## src/hw/rtl/pic3d_wide_mul.sv

```systemverilog
`default_nettype none

// Two-stage unsigned multiplier: four half-width partial products are
// registered, then combined into the full product in the second stage.
module pic3d_wide_mul #(
  parameter int AW = 34
) (
  input  wire logic          clk,
  input  wire logic          en,
  input  wire logic [AW-1:0] a,
  input  wire logic [AW-1:0] b,
  output logic [2*AW-1:0]    prod
);

  localparam int HW = (AW + 1) / 2;
  localparam int FW = 4 * HW;

  logic [2*HW-1:0] a_ext;
  logic [2*HW-1:0] b_ext;
  logic [2*HW-1:0] ll_r;
  logic [2*HW-1:0] lh_r;
  logic [2*HW-1:0] hl_r;
  logic [2*HW-1:0] hh_r;
  logic [FW-1:0]   mid;
  logic [FW-1:0]   sum;
  logic [2*AW-1:0] prod_r;

  assign a_ext = (2*HW)'(a);
  assign b_ext = (2*HW)'(b);

  // Stage 1: partial products
  always_ff @(posedge clk) begin
    if (en) begin
      ll_r <= a_ext[HW-1:0]    * b_ext[HW-1:0];
      lh_r <= a_ext[HW-1:0]    * b_ext[2*HW-1:HW];
      hl_r <= a_ext[2*HW-1:HW] * b_ext[HW-1:0];
      hh_r <= a_ext[2*HW-1:HW] * b_ext[2*HW-1:HW];
    end
  end

  // Stage 2: weighted sum of partials
  assign mid = FW'(lh_r) + FW'(hl_r);
  assign sum = FW'(ll_r) + (mid << HW) + (FW'(hh_r) << (2 * HW));

  always_ff @(posedge clk) begin
    if (en) begin
      prod_r <= sum[2*AW-1:0];
    end
  end

  assign prod = prod_r;

endmodule

`default_nettype wire

```

## config.mk

```make
export PLATFORM = sky130hd
export DESIGN_NAME = pic3d_wide_mul
export DESIGN_NICKNAME = d
export VERILOG_FILES = /design/src/hw/rtl/pic3d_wide_mul.sv
export SDC_FILE = /design/constraint.sdc
export NUM_CORES = 2
export LEC_CHECK = 0
export BUFFER_PORTS_ARGS = -buffer_cell sky130_fd_sc_hd__clkbuf_2
export CAP_MARGIN = 15
export CELL_PAD_IN_SITES_DETAIL_PLACEMENT = 1
export CELL_PAD_IN_SITES_GLOBAL_PLACEMENT = 1
export CORE_MARGIN = 2
export CORE_UTILIZATION = 45
export CTS_CLUSTER_SIZE = 10
export DETAILED_ROUTE_END_ITERATION = 10
export GPL_TIMING_DRIVEN = 0
export HOLD_SLACK_MARGIN = 0.03
export PLACE_DENSITY = 0.85
export SLEW_MARGIN = 20
export SYNTH_ARGS = -nofsm -noshare
export SYNTH_HDL_FRONTEND = slang
export SYNTH_SLANG_ARGS = --single-unit
```

## constraint.sdc

```tcl
create_clock -name clk -period 10.2 [get_ports clk]
set_input_delay 1.02 -clock clk [delete_from_list [all_inputs] [get_ports clk]]
set_output_delay 1.02 -clock clk [all_outputs]
set_load 0.1 [all_outputs]
```

==> impl_metrics.yaml <==
route:
  drc: 0
  ant_nets: 0
  wirelength_mm: 170.6
  firstDrtPassIters: 5
  drt_iter0_markers: 2995
  wl_per_cell_um: 25.27
  via_count: 38210
  viasPerCell: 5.661
timing:
  worst_pin_slew_ns: 1.257
  finalCriticalPeriod_ns: 8.846
  fin_tns_setup_ns: 0
  period_share: 0.8672
  finalHoldViolCount: 0
  finalSetupViolCount: 0
  setup_ws_ns: 1.354
  max_slew_margin: 0.1622
  finClkSkew_ns: 0.04526
  rsz0062_at_grt: "false"
  fmax_mhz: 113.1
  slew_viol_final: 0
cts:
  clockRootBuffer: "clkbuf_16"
  clk_pin_slew_ns: 0.06
  cts_resized: 0
  numClockSinks: 204
  clk_latency_ns: 0.60
  cts_buffers: 26
  clock_path_buffers: 3
  postCtsSetupBuffers: 0
  cts_hold_buffers: 0
  cts_tree: "yes"
  htree_levels: 1
logic_synthesis:
  synthesis.area_mm2: 0.04779
  postSynth.asyncResetShare: 0
  ys_seq_area_frac: 0.1282
  synth_edf_count: 204
  synth_ff_type: "edfxtp_1"
  ys_warn_count: 0
  netlist-cell-type-count: 74
  syn_nets: 6643
  syn_area_per_cell_um2: 9.236
  ys_ff_latch: 204
  synth_cells: 5174
placed_design:
  hpwl_mm: 141.4
  gp_routability_congestion: 0.9894
  place_ws_ns: 1.248
  io_buffers: 134
  dp.cells: 6701
die:
  start_util: 0.4540
  fp.dieW_um: 329.9
  rows: 119
  die_area_mm2: 0.1088
  die_h_um: 329.9
  pin_count: 138
  core_area_mm2: 0.1053
worst_setup_path:
  path_max_fanout: 10
  required_ns: 10.46
  cp-end-kind: "register"
  path_class: "in -> reg"
  arrival_ns: 9.11
  worst_setup_path_start_kind: "input pin"
  reg2reg_slack_ns: 4.22
cells_and_area:
  stdcell_count: 6749
  drive_gt1_frac: 0.03722
  layout-area-overhead-vs-synth_pct: 6.865
  layout.nets: 6807
global_route:
  grt_use_total: 0.3187
  grt_max_degree: 98
  grt_use_met3: 0.09098
  met1_usage: 0.3766
  grt_pass1_vias: 42940
  overflow: 0
  grt_pass1_wl_mm: 257.4
  grt_use_met2: 0.5218
  antenna_found_initial: 25
  busiest_layer: "met2"
job:
  maxCapViolCount: 0
hold_path:
  min_path_type: "reg -> reg"
run_status:
  status: "complete, no violations"
[per-layer routing]
metal  up-vias  wire length, um
li1      16140                -
met1     19630            61900
met2      1861            79500
met3       560            17770
met4        22            11240
met5         -              160
[synthesized netlist by cell type (4+ instances only)]
| master | instances | area [um^2] |
|---|---|---|
| nand2_1 | 759 | 2849 |
| a21o_1 | 77 | 578.1 |
| o31ai_1 | 7 | 52.55 |
| nor2b_1 | 26 | 162.7 |
| and2_1 | 503 | 3147 |
| xor2_1 | 62 | 543.0 |
| and4_1 | 4 | 35.03 |
| a211oi_1 | 17 | 127.6 |
| o21ai_1 | 28 | 140.1 |
| a21oi_1 | 158 | 790.8 |
| ha_1 | 501 | 6269 |
| buf_2 | 4 | 20.02 |
| o21a_1 | 18 | 135.1 |
| or3_1 | 7 | 43.79 |
| o21bai_1 | 25 | 187.7 |
| fa_1 | 898 | 17980 |
| o31a_1 | 6 | 52.55 |
| nor3_1 | 20 | 100.1 |
| edfxtp_1 | 204 | 6126 |
| nor2_1 | 94 | 352.8 |
| a211o_1 | 4 | 35.03 |
| nand2b_1 | 19 | 118.9 |
| inv_1 | 1121 | 4208 |
| o211ai_1 | 11 | 82.58 |
| xnor2_1 | 131 | 1147 |
| nand3_1 | 39 | 195.2 |
| and3_1 | 21 | 131.4 |
| a31oi_1 | 20 | 125.1 |
| o21ai_0 | 73 | 365.4 |
| clkbuf_1 | 225 | 844.6 |
| o41ai_1 | 4 | 35.03 |
| a221o_1 | 6 | 60.06 |
| nand4_1 | 14 | 87.58 |
[layout by cell type, fill, tap and decap left out, types with 20 or more instances in the layout]
cell type / Yosys / final
inv_1: 1121 / 1121
fa_1: 898 / 898
nand2_1: 759 / 759
and2_1: 503 / 503
ha_1: 501 / 501
clkbuf_1: 225 / 225
edfxtp_1: 204 / 204
a21oi_1: 158 / 158
clkbuf_2: 0 / 137
xnor2_1: 131 / 131
nor2_1: 94 / 94
a21o_1: 77 / 77
o21ai_0: 73 / 73
xor2_1: 62 / 62
nand3_1: 39 / 39
o21ai_1: 28 / 28
clkbuf_16: 0 / 27
nor2b_1: 26 / 26
o21bai_1: 25 / 25
and3_1: 21 / 21
nor3_1: 20 / 20
a31oi_1: 20 / 20
[worst max-delay path, cell delays in order]
cell	delay [ns]
clkbuf_2	0.43
clkbuf_1	0.90
and2_1	0.27
fa_1	0.41
inv_1	0.10
fa_1	0.45
fa_1	0.54
inv_1	0.07
fa_1	0.48
fa_1	0.50
inv_1	0.05
fa_1	0.48
inv_1	0.04
ha_1	0.32
nand2_1	0.12
nor3_1	0.80
nand2_1	0.11
a21oi_1	0.51
o21ai_0	0.19
nand2b_1	0.15
a31oi_1	0.19
o21ai_1	0.21
xor2_1	0.75
[final timing paths]
| check | from | endpoint | depth (start not counted) |
|---|---|---|---|
| worst max-delay path | b[24] | lh_r[25]$_DFFE_PP_ | 23 |
| worst min-delay path | ll_r[11]$_DFFE_PP_ | prod[11]$_DFFE_PP_ | 0 |
| worst min register to register | ll_r[11]$_DFFE_PP_ | prod[11]$_DFFE_PP_ | 0 |
| worst max register to register | lh_r[2]$_DFFE_PP_ | prod[61]$_DFFE_PP_ | 21 |
[sequential cells by signal (all words and copies together) (netlist names)]
register	flops
ll_r	34
prod	68
lh_r	34
hl_r	34
hh_r	34
[cells by family after synthesis]
family / share of synthesized area
compound gates: 0.06912
fa+ha+maj: 0.5073
mux: 0.0002095
flops: 0.1282
simple gates: 0.1536
xor+xnor: 0.03537
buf+inv: 0.1062
[area by class of cell]
cell class,count,area (um^2)
clock inverter,6,82.58
inverter,1121,4208
antenna,11,27.53
fill,12240,54200
multi-input combinational,3619,36590
tap,1391,1740
timing repair buffer,136,734.5
sequential,204,6126
clock buffer,31,690.7
buffer,230,873.3
[through the flow]
step	util	area, um^2	hold slack, ns
global route	0.4849	51050	0.4240
CTS	0.4849	51040	0.4110
global placement	0.4769	50200	0.4047
floorplan	-	47790	0.4003
finish	0.4851	51070	0.4096
detailed placement	0.4775	50270	0.4074
Power is left out: the tool's default activity adds up to more than one toggle a clock period on the data nets, which glitch-free logic cannot reach.
